### src/hdl/lav_fifo.sv
// Small first-in first-out queue built from registers.
module lav_fifo #(
	parameter int W     = 8,
	parameter int DEPTH = 2
) (
	input  logic                       clk,
	input  logic                       arst_n,
	input  logic                       wr_en,
	input  logic [W-1:0]               wr_data,
	input  logic                       rd_en,
	output logic [W-1:0]               rd_data,
	output logic                       empty,
	output logic                       full,
	output logic [$clog2(DEPTH+1)-1:0] count
);
	localparam int PW = (DEPTH > 1) ? $clog2(DEPTH) : 1;
	localparam int CW = $clog2(DEPTH + 1);

	logic [W-1:0]  mem_q [DEPTH];
	logic [PW-1:0] wr_ptr_q, rd_ptr_q;
	logic [CW-1:0] count_q;
	logic          do_wr, do_rd;

	assign do_wr   = wr_en && (count_q != CW'(DEPTH));
	assign do_rd   = rd_en && (count_q != '0);
	assign empty   = (count_q == '0);
	assign full    = (count_q == CW'(DEPTH));
	assign count   = count_q;
	assign rd_data = mem_q[rd_ptr_q];

	always_ff @(posedge clk) begin
		if (do_wr) begin
			mem_q[wr_ptr_q] <= wr_data;
		end
	end

	always_ff @(posedge clk or negedge arst_n) begin
		if (!arst_n) begin
			wr_ptr_q <= '0;
			rd_ptr_q <= '0;
			count_q  <= '0;
		end else begin
			if (do_wr) begin
				wr_ptr_q <= (wr_ptr_q == PW'(DEPTH - 1)) ? '0 : wr_ptr_q + PW'(1);
			end
			if (do_rd) begin
				rd_ptr_q <= (rd_ptr_q == PW'(DEPTH - 1)) ? '0 : rd_ptr_q + PW'(1);
			end
			count_q <= count_q + CW'(do_wr) - CW'(do_rd);
		end
	end

endmodule

### config.mk
export PLATFORM = sky130hd
export DESIGN_NAME = lav_fifo
export DESIGN_NICKNAME = d
export VERILOG_FILES = /design/src/hdl/lav_fifo.sv
export SDC_FILE = /design/constraint.sdc
export NUM_CORES = 1
export LEC_CHECK = 0
export BUFFER_PORTS_ARGS = -buffer_cell sky130_fd_sc_hd__buf_2
export CELL_PAD_IN_SITES_DETAIL_PLACEMENT = 0
export CELL_PAD_IN_SITES_GLOBAL_PLACEMENT = 2
export CORE_ASPECT_RATIO = 0.6
export CORE_MARGIN = 2
export CORE_UTILIZATION = 30
export CTS_CLUSTER_SIZE = 8
export DETAILED_ROUTE_END_ITERATION = 6
export PLACE_DENSITY_LB_ADDON = 0.1
export SLEW_MARGIN = 20
export SYNTH_ARGS = -nofsm -noshare
export SYNTH_HDL_FRONTEND = slang
export SYNTH_SLANG_ARGS = --single-unit
export TNS_END_PERCENT = 5
### constraint.sdc
create_clock -name clk -period 1.3 [get_ports clk]
set_input_delay 0.325 -clock clk [delete_from_list [all_inputs] [get_ports clk]]
set_output_delay 0.325 -clock clk [all_outputs]
set_load 0.02 [all_outputs]
==> results.md <==
- Clock tree from TritonCTS: built
- Aggregate routed wire length: about 1.4 mm
- Fraction of the mapped netlist area in compound gates: 0%
- Clock insertion delay at the later pin of the skew report: around 250 ps
- Routed wire length per instance: between 10 and 15 um
- DRC violation count after routing: 0
- Worst Hold Margin: 255 ps
- Max-slew violations: 0
- Most used standard cells in the synthesized netlist: 16 x sky130_fd_sc_hd__edfxtp_1, 8 x sky130_fd_sc_hd__mux2_2, 4 x sky130_fd_sc_hd__dfrtp_1
- Setup-violating endpoint count in the final report: 10
- Via density per instance: around 4.2
- Async SR Flop Fraction: roughly a fifth
- Number of warning messages in the yosys log: 0
- Slew @ Worst Pin: around 210 ps
- Area delta synth->final: 51.0%
- Maximum number of pins on one net before global-route repair: 13
- Number of flops mapped to enable cells by yosys: 16
- Remaining Overflow, GRT: 0
- Max rail drop VDD: approximately 1300 uV
- Most repeated cell in the gate-level netlist after synthesis: sky130_fd_sc_hd__edfxtp_1
- Outcome: finished, violations left
- CTS Buf Count: 3
- Post-route ant nets: 0
- Diodes inserted: 0
- Violation count after the first detailed-route iteration: 33
- Final Cycle Share: 120%
- Half-perimeter wire length after detailed placement: 960 um
- Worst clock skew: 1.52 ps
- Total standard cell area after synthesis: 776 sq um
- Portion of synthesized cell area occupied by the leading cell type: about three fifths
- First-pass GRT wire length: ~2.3 mm
- Detailed-route wire length on metal 1: between 500 and 600 um
- All-layer global routing usage: roughly 11%
- Arrival time at the worst endpoint: between 1000 and 1500 ps
- Worst Setup Path Type: reg -> out
- Pleak: between 0.4 and 0.5 nW
- Violations in the final reports: setup timing
- Total of max-cap violations: 0
- Cell types with the largest area share after synthesis: sky130_fd_sc_hd__edfxtp_1 62%, sky130_fd_sc_hd__dfrtp_1 13%, sky130_fd_sc_hd__mux2_2 12%, sky130_fd_sc_hd__xnor2_1 3.4%, sky130_fd_sc_hd__ha_1 3.2%
- Via count: roughly 470
- Area of the die: 3020 sq um
- Total I/O pin count: 24
- Number of H-tree levels: 1
- Sinks on the clock net: 20
- CTS root buffer: sky130_fd_sc_hd__clkbuf_8
- Xor-xnor portion of the synthesized cell area: approximately 4.5%
- Row Count: 14
- Clock transition at the registers of the reported paths: 70 ps
- Areal power density over the cells: about 2600 nW/um^2
- Initial antenna violation count: 0
- Kind of launch point of the worst setup path: register
- Final Power: about 3 mW
- Highest Signal Layer: met4
- Effective utilization at floorplan: 31.2%
- Quantity of I/O buffers inserted on ports: 23
- Number of failing hold endpoints at the final stage: 0
- Routability congestion estimate: 0.720
- Simple-gate portion of the synthesized area: about 4.2%
- Type of element capturing the critical path: output port
- Crit path max fanout: 5
- Unrepaired setup endpoints after global routing: true
- Mux share of post-synthesis cell area: 11.6%
- Avg Cell Area, Syn: about 18 sq um
- TritonRoute pass-1 iters: 2
- Fin crit period: roughly 1600 ps
- Post-placement worst setup slack: -187 ps
- Type of the worst min-delay path: in -> reg
- Highest clock rate: about 0.64 GHz
- Via count of the first global-routing pass: 462
- Net count of the mapped netlist: 57
- Post-layout net count: 93
- Portion of the post-synthesis area used by sequential elements: 74.8%
- Clock buffer depth: 2
- Fraction of the mapped netlist area in adder cells: under 10%
- Critical Path RT: between 900 and 1000 ps
- Core Region: 2490 sq um
- Met3 WL post-DR: between 60 and 70 um
- Height of the chip: ~43 um
- Wire length on met2: roughly 720 um
- DIE WIDTH: about 70 um
- Synth Register Bits: 20
- Distinct cell type count after synthesis: 13
- Synth Flop Type: sky130_fd_sc_hd__edfxtp_1
- Area leader, netlist: sky130_fd_sc_hd__edfxtp_1
- Dominant combinational cell family by area after synthesis: multiplexers
- Worst slew margin: between 80% and 90%
- Post-synthesis instance total: 43
- Worst-case setup margin in the final layout: -265 ps
- Share of final-layout standard cells stronger than drive strength 1: about 70%
layout by cell type (no fill, tap or decap), drive strengths merged:
master / count
dfrtp: 4
xnor2: 3
inv: 2
dlygate4sd3: 1
buf: 31
xor2: 1
nand2b: 1
and3: 1
bufinv: 1
nor2: 2
edfxtp: 16
ha: 2
nand2: 1
clkbuf: 3
nor2b: 1
mux2: 8
metal layers:
metal	vias up	GRT usage, %
met2	13	18.1
met1	223	12.5
li1	225	-
met5	-	0
met3	4	3.72
met4	0	9.23
critical path, stage by stage, from the launching register on:
cell	delay [ps]
sky130_fd_sc_hd__dfrtp_2	420
sky130_fd_sc_hd__buf_6	140
sky130_fd_sc_hd__mux2_4	300
sky130_fd_sc_hd__buf_6	130
state kept, by name, indices dropped and copies added, names as in the netlist:
signal and count:
count 2, wr_ptr_q 1, rd_ptr_q 1, mem_q 16
metrics by stage:
step | utilization, % | cell area, sq um | std cells | TNS (ps)
6_report | 47.1 | 1170 | 110 | -2260
3_3_place_gp | 39.5 | 983 | 103 | -1410
2_1_floorplan | - | 788 | 43 | -1570
5_1_grt | 47.1 | 1170 | 110 | -3300
3_5_place_dp | 39.5 | 983 | 103 | -1660
4_1_cts | 46.1 | 1150 | 110 | -2390
layout make-up:
cell class                      instances  area, sq um
Multi-Input combinational cell         20          229
Clock inverter                          1         30.0
Sequential cell                        20          584
Inverter                                2         7.51
Clock buffer                            3         41.3
Timing Repair Buffer                   32          239
Fill cell                             221         1320
Tap cell                               32         40.0
where the power goes:
part | switching [mW] | internal [mW]
clock network | 0.191 | 0.411
registers | 0.106 | 0.907
logic | 0.641 | 0.731
total | 0.937 | 2.05
kinds of logic after synthesis:
kind of cell,after synthesis
simple gates,6
xor+xnor,4
buf+inv,3
flops,20
fa+ha+maj,2
mux,8
what timing repair did:
item / CTS / global route
buffers inserted: 2 / 0
endpoints found under the hold margin: 4 / 0
gates cloned: 0 / 0
endpoints found under the setup margin: 29 / 21
pin swaps: 0 / 1
hold buffers: 1 / 0
gates resized for setup: 23 / 5
final timing paths:
| check | from | endpoint | slack (ps) | depth (start not counted) |
|---|---|---|---|---|
| max | rd_ptr_q | rd_data[2] | -260 | 3 |
| max in group asynchronous | arst_n | count[0] | 760 | 2 |
| min reg2reg | wr_ptr_q | wr_ptr_q | 520 | 1 |
| min | wr_data[1] | mem_q[1][1] | 250 | 1 |
| min in group asynchronous | arst_n | wr_ptr_q | 400 | 2 |
| max reg2reg | count[0] | count[1] | -160 | 7 |
(Power assumes the default switching activity.)
