`src/hdl/lav_pkg.sv`:
```
// Shared types and constants of the look-at view matrix block.
package lav_pkg;

	localparam int COORD_W   = 32;
	localparam int DIFF_W    = 33;
	localparam int ACC_W     = 64;
	localparam int OPND_W    = 33;
	localparam int ROWS      = 4;
	localparam int IN_DEPTH  = 2;
	localparam int OUT_DEPTH = 4;

	localparam logic [1:0] VEC_DIR  = 2'd0;
	localparam logic [1:0] VEC_RGT  = 2'd1;
	localparam logic [1:0] VEC_UPV  = 2'd2;
	localparam logic [1:0] LAST_ROW = 2'd3;

	// One camera update as held in the queue between front and back.
	typedef struct packed {
		logic [2:0][COORD_W-1:0] eye;
		logic [2:0][COORD_W-1:0] up;
		logic [2:0][DIFF_W-1:0]  diff;
		logic                    dir_zero;
	} cam_item_t;

	// One matrix row as handed out.
	typedef struct packed {
		logic [1:0]         row_index;
		logic [COORD_W-1:0] col_one;
		logic [COORD_W-1:0] col_two;
		logic [COORD_W-1:0] col_three;
		logic               last_row;
		logic               degenerate;
	} row_item_t;

	// Handshake between the front queue and the back sequencer.
	typedef struct packed {
		logic valid;
		logic take;
	} link_t;

	typedef enum logic [3:0] {
		ST_IDLE, ST_ABS, ST_SHIFT, ST_SQ_MUL, ST_SQ_ACC, ST_SQRT, ST_DIV_INIT, ST_DIV,
		ST_NEXT, ST_CR_MUL, ST_CR_ACC, ST_DOT_MUL, ST_DOT_ACC, ST_TRANS, ST_WAIT, ST_EMIT
	} back_state_t;

	function automatic logic [1:0] next3(input logic [1:0] i);
		return (i == 2'd2) ? 2'd0 : i + 2'd1;
	endfunction

endpackage

```
`src/hdl/lav_fifo.sv`:
```
// Small first-in first-out queue built from registers.
module lav_fifo #(
	parameter int W     = 8,
	parameter int DEPTH = 2
) (
	input  logic                       clk,
	input  logic                       arst_n,
	input  logic                       wr_en,
	input  logic [W-1:0]               wr_data,
	input  logic                       rd_en,
	output logic [W-1:0]               rd_data,
	output logic                       empty,
	output logic                       full,
	output logic [$clog2(DEPTH+1)-1:0] count
);
	localparam int PW = (DEPTH > 1) ? $clog2(DEPTH) : 1;
	localparam int CW = $clog2(DEPTH + 1);

	logic [W-1:0]  mem_q [DEPTH];
	logic [PW-1:0] wr_ptr_q, rd_ptr_q;
	logic [CW-1:0] count_q;
	logic          do_wr, do_rd;

	assign do_wr   = wr_en && (count_q != CW'(DEPTH));
	assign do_rd   = rd_en && (count_q != '0);
	assign empty   = (count_q == '0);
	assign full    = (count_q == CW'(DEPTH));
	assign count   = count_q;
	assign rd_data = mem_q[rd_ptr_q];

	always_ff @(posedge clk) begin
		if (do_wr) begin
			mem_q[wr_ptr_q] <= wr_data;
		end
	end

	always_ff @(posedge clk or negedge arst_n) begin
		if (!arst_n) begin
			wr_ptr_q <= '0;
			rd_ptr_q <= '0;
			count_q  <= '0;
		end else begin
			if (do_wr) begin
				wr_ptr_q <= (wr_ptr_q == PW'(DEPTH - 1)) ? '0 : wr_ptr_q + PW'(1);
			end
			if (do_rd) begin
				rd_ptr_q <= (rd_ptr_q == PW'(DEPTH - 1)) ? '0 : rd_ptr_q + PW'(1);
			end
			count_q <= count_q + CW'(do_wr) - CW'(do_rd);
		end
	end

endmodule

```
`src/hdl/lav_front.sv`:
```
// Front end: takes camera updates, forms the view direction and queues them.
module lav_front (
	input  logic                                   clk,
	input  logic                                   arst_n,
	input  logic                                   push,
	output logic                                   full,
	input  logic [2:0][lav_pkg::COORD_W-1:0]       eye,
	input  logic [2:0][lav_pkg::COORD_W-1:0]       target,
	input  logic [2:0][lav_pkg::COORD_W-1:0]       up,
	output lav_pkg::cam_item_t                     head,
	input  lav_pkg::link_t                         link_in,
	output lav_pkg::link_t                         link_out
);
	import lav_pkg::*;

	cam_item_t                         item;
	logic                              q_empty;
	logic [$clog2(IN_DEPTH+1)-1:0]     q_count;

	// The direction is classified here so that the back can skip its
	// normalisation when the eye sits on the target.
	always_comb begin
		item.eye = eye;
		item.up  = up;
		for (int i = 0; i < 3; i++) begin
			item.diff[i] = {target[i][COORD_W-1], target[i]} - {eye[i][COORD_W-1], eye[i]};
		end
		item.dir_zero = (item.diff == '0);
	end

	lav_fifo #(
		.W    ($bits(cam_item_t)),
		.DEPTH(IN_DEPTH)
	) u_queue (
		.clk    (clk),
		.arst_n (arst_n),
		.wr_en  (push),
		.wr_data(item),
		.rd_en  (link_in.take),
		.rd_data(head),
		.empty  (q_empty),
		.full   (full),
		.count  (q_count)
	);

	assign link_out.valid = !q_empty && (q_count != '0);
	assign link_out.take  = 1'b0;

endmodule

```
`config.mk`:
```
export PLATFORM = sky130hd
export DESIGN_NAME = lav_front
export DESIGN_NICKNAME = d
export VERILOG_FILES = /design/src/hdl/lav_pkg.sv /design/src/hdl/lav_fifo.sv /design/src/hdl/lav_front.sv
export SDC_FILE = /design/constraint.sdc
export NUM_CORES = 1
export LEC_CHECK = 0
export ABC_AREA = 1
export BUFFER_PORTS_ARGS = -buffer_cell sky130_fd_sc_hd__buf_4
export CAP_MARGIN = 20
export CORE_MARGIN = 2
export CORE_UTILIZATION = 25
export DETAILED_ROUTE_END_ITERATION = 16
export PLACE_DENSITY_LB_ADDON = 0.05
export SYNTH_ARGS = -nofsm -noshare
export SYNTH_HDL_FRONTEND = slang
export SYNTH_SLANG_ARGS = --single-unit
```
`constraint.sdc`:
```
create_clock -name clk -period 25.2 [get_ports clk]
set_input_delay 5.04 -clock clk [delete_from_list [all_inputs] [get_ports clk]]
set_output_delay 5.04 -clock clk [all_outputs]
set_load 0.01 [all_outputs]
```
==> metrics.md, run 1 <==
| Metric | Value |
|---|---|
| Status | finished clean |
| Die area | roughly 0.12 sq mm |
| VDD IR max | between 80 and 90 uV |
| DR DRC count | 0 |
| Worst path max stage delay | 0.90 ns |
| Ports | 588 |
| Via density | between 4 and 5 |
| Final Hold Fails | 0 |
| FF-to-FF Start | u_queue.count[1]$_DFF_PN0_ |
| Gate Count Post-Synth | about 3400 |
| Most common cell in the synthesized netlist | nand2_1 |
| Tmin final | between 8 and 9 ns |
| Starting density of the core | between 20% and 30% |
| Clock Sinks | between 500 and 600 |
| Core box area | 0.1179 sq mm |
| #FFs+latches synth | 588 |
| Number of global-route vias before repair | roughly 23000 |
| Syn Area/Cell | 8.695 sq um |
| TNS Setup | 0 ns |
| Top cells by area, synth | edfxtp_1 (59%), nand2_1 (21%), inv_1 (6.5%) |
| WL final | around 100000 um |
| Chip width | between 300 and 400 um |
| Crit-path max FO | 74 |
| DP HPWL | about 74000 um |
| Least-Margin Pin Slew | 0.9906 ns |
| Setup WS pre-CTS | between 15 and 20 ns |
| Clk slew on worst S/H paths | ~0.060 ns |
| P&R area growth vs syn | 29.12% |
| CTS resizes | 0 |
| Setup crit end kind | primary output |
| WS Path Type | flip-flop to primary output |
| Post-synthesis mux area share | 0% |
| Min Hold Slack | 0.5823 ns |
| Setup Buffers After CTS | 0 |
| Hold WC Path Type | flip-flop to flip-flop |
| WP buf/inv | 3 |
| CP delay by family, top | buffers and inverters |
| Worst R2R Setup Slack | 21.77 ns |
| EDFF count, synth | between 500 and 600 |
| Cell taking the most area after synthesis | edfxtp_1 |
| Initial DRC count | ~1200 |
| Root Buffer | clkbuf_16 |
| Largest net degree at the start of global routing | ~160 |
| Worst Path Arrival | between 3 and 4 ns |
| P_leak | around 0.019 uW |
| TritonCTS clock tree | built |
| Worst Setup Start Kind | flip-flop |
| TritonRoute pass-1 iters | 5 |
| Critical Path Start | u_queue.rd_ptr_q$_DFFE_PN0P_ |
| Warnings from Yosys | 0 |
| Num CTS Buffers | 77 |
| Post-synthesis simple-gate area fraction | 27.12% |
| Share of layout cells above drive strength 1 | roughly 18% |
| Compound-gate portion of the synthesized area | under 10% |
| PD cells | between 100 and 150 mW/mm^2 |
| Worst flop-to-flop path endpoint | u_queue.mem_q[1][247]$_DFFE_PP_ |
| Port Buffers | approximately 590 |
| Maxcap violations | 0 |
| Crit-path cells | buf_4 -> buf_4 -> nand2_1 -> nand2_1 -> buf_4 |
| Initial antenna violation count | 9 |
| Worst EP required | between 20 and 25 ns |
| DIE HEIGHT | around 350 um |
| Placed instance count | between 5000 and 6000 |
| Worst setup endpoint | head[123] |
| Mapped Area | 0.02972 sq mm |
| Unique masters post-synth | 34 |
| Fmax | 115.2 MHz |
| Final setup viols | 0 |
| Final cell count without fillers | between 5000 and 6000 |
| Post-route ant nets | 0 |
| Filler cells | approximately 13000 |
| Synthesized net count | ~3800 |
| Layout Skew | 0.03233 ns |
| Max Root-Sink Buffers | 3 |
| Slowest CP cell | dfrtp_4 |
| Register-to-Register Path Depth | 5 |
| Setup WS post-layout | 16.52 ns |
| H-tree depth | 3 |
| Worst-skew pair later-pin latency | 0.67 ns |
| Global Route Usage Sum | about 16% |
| Part of the cycle the worst path needs | about a third |
| Largest family of logic cells by synthesized area | simple AND/OR/NAND/NOR gates |
| Post-synth top cells | nand2_1 (1695), edfxtp_1 (584), inv_1 (514) |
| RD Place Congestion | between 0.8 and 0.9 |
| Core Rows | 126 |
| Layout Nets | roughly 4400 |
| Total number of vias | 23090 |
| Main synth FF type | edfxtp_1 |
| Fin. max-slew vios | 0 |
| Max_slew headroom | between 30% and 40% |
| Post-synthesis sequential area ratio | 59.34% |
| RSZ-0062 raised after global routing | no |
| Synth Area in Adders | 4.328% |
| Top cell by count, worst path | buf_4 |
| Hold_buf cts | 0 |
| First-pass GRT wire length | roughly 150000 um |
| Post-synth top area share | around three fifths |
| Congestion Overflow GR | 0 |
| Critical path depth | 5 |
| Post-Synth XOR/XNOR Area | 0.3536% |
| FFs w/ async S/R, synth | less than 1% |
| Routed wire per std cell | ~18 um |
## metal layers
layer	vias to the layer above	track usage [%]	share of wire, %
met4	8	3.712	1.9
met5	-	0	0.042
met2	518	25.73	45
li1	11970	-	-
met3	110	6.392	8.6
met1	10480	20.47	44
## how the worst min path moves through the flow
stage | from | depth (start not counted) | slack, ns | to
floorplan | u_queue.wr_ptr_q$_DFFE_PN0P_ | 2 | 0.49 | u_queue.wr_ptr_q$_DFFE_PN0P_
global placement | u_queue.wr_ptr_q$_DFFE_PN0P_ | 2 | 0.57 | u_queue.wr_ptr_q$_DFFE_PN0P_
detailed placement | u_queue.count[1]$_DFF_PN0_ | 2 | 0.58 | u_queue.count[1]$_DFF_PN0_
CTS | u_queue.count[1]$_DFF_PN0_ | 2 | 0.59 | u_queue.count[1]$_DFF_PN0_
global route | u_queue.count[1]$_DFF_PN0_ | 2 | 0.62 | u_queue.count[1]$_DFF_PN0_
finish | u_queue.count[1]$_DFF_PN0_ | 2 | 0.58 | u_queue.count[1]$_DFF_PN0_
## stage by stage
step	total power [uW]	instance area [sq um]	util, %
after global placement	2989	35950	30.48
after CTS	4074	38360	32.53
after detailed placement	2989	35950	30.48
after global routing	4241	38360	32.53
after floorplan	2263	29720	-
final	3964	38370	32.54
## cell usage in the layout (no fill, tap or decap), types with 3 or more instances in the layout
cell,count
nand2_1,1695
buf_4,591
edfxtp_1,584
inv_1,514
nor2_1,173
nand3_1,104
ha_1,98
clkbuf_16,77
a21oi_1,62
nand3b_1,22
nand4_1,19
clkinv_1,19
clkbuf_1,18
nor3_1,13
xor2_1,10
nand2_2,9
clkinv_2,8
diode_2,6
a21o_1,5
o21bai_1,5
o21ai_0,5
buf_12,5
clkinv_16,4
and3_1,3
or2_1,3
nand3_2,3
fa_1,3
bufinv_16,3
clkinvlp_4,3
dfrtp_1,3
## state kept, by name (all words and copies together), names as in the netlist
register	count
u_queue.wr_ptr_q	1
u_queue.rd_ptr_q	1
u_queue.mem_q	584
u_queue.count	2
## cell type report
class	count	area [sq um]	share of cell area, %
Multi-Input combinational cell	2247	9903	25.81
Antenna cell	6	15.01	0.03913
Timing Repair Buffer	596	4537	11.82
Clock inverter	42	417.9	1.089
Inverter	516	1944	5.067
Tap cell	1536	1922	5.008
Clock buffer	95	1994	5.197
Sequential cell	588	17640	45.97
## where the power goes
part | switching [uW] | internal (uW) | leakage, uW
sequential | 58.9 | 1360 | 0.00547
clock | 454 | 601 | 0.00115
combinational | 966 | 529 | 0.0119
total | 1480 | 2490 | 0.0185
## worst register-to-register path: stages, from the launching register on
cell and delay [ns]:
dfrtp_1 0.36, inv_1 0.11, o21ai_0 0.27, nor2_4 0.85, buf_4 0.71, buf_12 0.56
## cell families (layout without fill, tap and decap cells)
| group | Yosys count | after routing |
|---|---|---|
| simple gates | 2053 | 2053 |
| flops | 588 | 588 |
| buf+inv | 583 | 1249 |
| fa+ha+maj | 101 | 101 |
| compound gates | 80 | 80 |
| xor+xnor | 12 | 12 |
| other cells | 1 | 7 |
Power figures use the tool's default switching activity.
==> run 2: changes to the inputs <==
--- a/config.mk
+++ b/config.mk
@@ -5,7 +5,7 @@
 export SDC_FILE = /design/constraint.sdc
 export NUM_CORES = 1
 export LEC_CHECK = 0
-export ABC_AREA = 1
+export ABC_AREA = 0
 export BUFFER_PORTS_ARGS = -buffer_cell sky130_fd_sc_hd__buf_4
 export CAP_MARGIN = 20
 export CORE_MARGIN = 2
==> constraint.sdc (replaced) <==
create_clock -name clk -period 7.39 [get_ports clk]
set_input_delay 1.478 -clock clk [delete_from_list [all_inputs] [get_ports clk]]
set_output_delay 1.478 -clock clk [all_outputs]
set_load 0.01 [all_outputs]
==> metrics.md, run 2 <==
| Metric | Value |
|---|---|
| FFs w/ async S/R, synth | 0.6803% |
| Initial antenna violation count | 7 |
| Synthesized net count | around 2200 |
| Number of global-route vias before repair | ~18000 |
| Most common cell in the synthesized netlist | edfxtp_1 |
| Post-route ant nets | 0 |
| VDD IR max | 402.4 uV |
| CTS resizes | 0 |
| Num CTS Buffers | 75 |
| Post-synth top cells | edfxtp_1 (584), mux2_2 (292), inv_1 (122) |
| FF-to-FF Start | u_queue.count[1]$_DFF_PN0_ |
| TNS Setup | 0 ns |
| RD Place Congestion | ~0.79 |
| Gate Count Post-Synth | 1815 |
| H-tree depth | 3 |
| Worst EP required | about 8 ns |
| WL final | between 80000 and 90000 um |
| Biggest register | u_queue.mem_q |
| Layout Nets | around 2800 |
| Setup WS post-layout | about 2.2 ns |
| Hold_buf cts | 0 |
| DP HPWL | 63000 um |
| Via density | 4.368 |
| Setup crit end kind | flip-flop |
| Clock Sinks | 588 |
| #FFs+latches synth | 588 |
| Post-route total power | between 10000 and 15000 uW |
| Core Rows | 120 |
| Crit-path max FO | 4 |
| Total number of vias | 16990 |
| Worst flop-to-flop path endpoint | u_queue.mem_q[0][163]$_DFFE_PP_ |
| Part of the cycle the worst path needs | between 70% and 80% |
| Worst Setup Start Kind | input pin |
| Ports | ~590 |
| Core box area | about 0.11 sq mm |
| Post-layout util | about 33% |
| TritonRoute pass-1 iters | 5 |
| Commonest cells after routing, fill and taps aside | buf_4 (592), edfxtp_1 (584), mux2_2 (292), inv_1 (122), ha_1 (98) |
| Congestion Overflow GR | 0 |
| Cell taking the most area after synthesis | edfxtp_1 |
| P_leak | roughly 0.014 uW |
| TritonCTS clock tree | built |
| Layout Skew | 0.01434 ns |
| Hold WC Path Type | flip-flop to flip-flop |
| Mapped Area | between 0.02 and 0.03 sq mm |
| EDFF count, synth | just under 600 |
| Maxcap violations | 0 |
| Max reg flops | roughly 600 |
| Most common cell after layout, fill and taps aside | buf_4 |
| Setup WS pre-CTS | approximately 1.4 ns |
| Max Root-Sink Buffers | 3 |
| Global Route Usage Sum | approximately 15% |
| Unique masters post-synth | 88 |
| Worst R2R Setup Slack | ~5.0 ns |
| Top cells by area, synth | edfxtp_1 (65%), mux2_2 (12%), ha_1 (4.5%) |
| Tmin final | 5.238 ns |
| Worst Path Arrival | 5.72 ns |
| Main synth FF type | edfxtp_1 |
| Initial DRC count | approximately 800 |
| Setup Buffers After CTS | 0 |
| Routed wire per std cell | ~22 um |
| Hold worst-path end | u_queue.count[1]$_DFF_PN0_ |
| Warnings from Yosys | 0 |
| PD cells | roughly 360 mW/mm^2 |
| Share of layout cells above drive strength 1 | 41.48% |
| WS Path Type | input pin to flip-flop |
| Worst-skew pair later-pin latency | around 0.63 ns |
| Max_slew headroom | roughly two fifths |
| Hold path startpoint | u_queue.count[1]$_DFF_PN0_ |
| Starting density of the core | between 20% and 30% |
| P&R area growth vs syn | 31.19% |
| Hold Crit Depth | 1 |
| Least-Margin Pin Slew | 0.8934 ns |
| Status | finished clean |
| RSZ-0062 raised after global routing | no |
| Port Buffers | around 590 |
| Fin. max-slew vios | 0 |
| Syn Area/Cell | about 15 sq um |
| Die area | 0.1107 sq mm |
| Largest net degree at the start of global routing | around 130 |
| Root Buffer | clkbuf_16 |
| Final Hold Fails | 0 |
| Clk slew on worst S/H paths | about 0.05 ns |
| DR DRC count | 0 |
| Final setup viols | 0 |
| Post-synth top area share | roughly two thirds |
| First-pass GRT wire length | between 100000 and 150000 um |
| DIE HEIGHT | 332.7 um |
| Fmax | 190.9 MHz |
| Register-to-Register Path Depth | 5 |
| Post-synthesis sequential area ratio | 65.29% |
| Min Hold Slack | ~0.50 ns |
| Chip width | around 330 um |
==> run 2: cell count changes in the layout (fill, tap and decap cells not counted), sizes merged, moves of 21 or more <==
cell	delta
a21o	+24
nand3b	-22
nor2	-106
nand2	-1626
mux2	+292
xnor2	+55
inv	-396
o21ai	+52
nand3	-86
xor2	+21
a21oi	+28
==> run 2: worst max-delay path by stage <==
| stage | end | start | slack, ns |
|---|---|---|---|
| after global placement | u_queue.mem_q[0][0]$_DFFE_PP_ | eye[67] | 1.43 |
| after global routing | u_queue.mem_q[0][0]$_DFFE_PP_ | eye[64] | 1.96 |
| after floorplan | u_queue.mem_q[0][0]$_DFFE_PP_ | push | 1.03 |
| after detailed placement | u_queue.mem_q[1][0]$_DFFE_PP_ | eye[67] | 1.43 |
| after CTS | u_queue.mem_q[0][0]$_DFFE_PP_ | eye[67] | 2.10 |
| final | u_queue.mem_q[0][0]$_DFFE_PP_ | eye[0] | 2.15 |
==> run 2: worst max-delay path, stage by stage <==
cell       delay (ns)
buf_4            0.12
ha_1             0.23
fa_1             0.41
nand2b_1         0.19
a211oi_1         0.40
o2111ai_1        0.32
a21boi_1         0.35
o2111ai_2        0.24
nand2_1          0.26
a21boi_2         0.13
xnor2_1          0.20
or3_2            0.48
or3_2            0.41
nor4_1           0.24
and4bb_1         0.25
==> run 2: stage by stage <==
stage	cells	area [sq um]
after global placement	3752	33050
after global routing	3885	35430
final	3889	35440
after floorplan	1815	27020
after detailed placement	3752	33050
after CTS	3884	35430
==> run 2: per-layer routing <==
metal  share of wire [%]  track usage (%)  wire length [um]
met1                  39            16.78             33110
met2                  50            26.05             42160
met3                 8.8            6.005              7410
met4                 2.1            3.820              1815
met5               0.017                0                14
==> run 2: report_power, final <==
part           leakage (uW)  internal, uW  total [uW]  switching, uW
Combinational       0.00696          2040        4510           2470
Clock               0.00116          2070        3530           1460
Sequential          0.00547          4660        4860            202
==> run 2: cell type report <==
| cell class | count | area (sq um) |
|---|---|---|
| diodes | 5 | 12.51 |
| clock buffers | 86 | 1939 |
| clock inverters | 46 | 437.9 |
| fillers | 10740 | 71610 |
| inverters | 122 | 457.9 |
| multi-input cells | 1042 | 8650 |
| flip-flops and latches | 588 | 17640 |
| well taps | 1403 | 1755 |
| repair buffers | 597 | 4544 |
==> run 2: kinds of logic (layout without fill, tap and decap cells) <==
family                     Yosys count  after routing  synth area share [%]
AOI/OAI and AO/OA                  282            282                 6.980
xor gates and xnor gates            88             88                 2.853
adders and majority gates          101            101                 4.762
buffers and inverters              185            851                 2.733
DFF                                588            588                 65.29
muxes                              293            293                 12.21
other                                1              6               0.01388
and+or+nand+nor                    277            277                 5.155
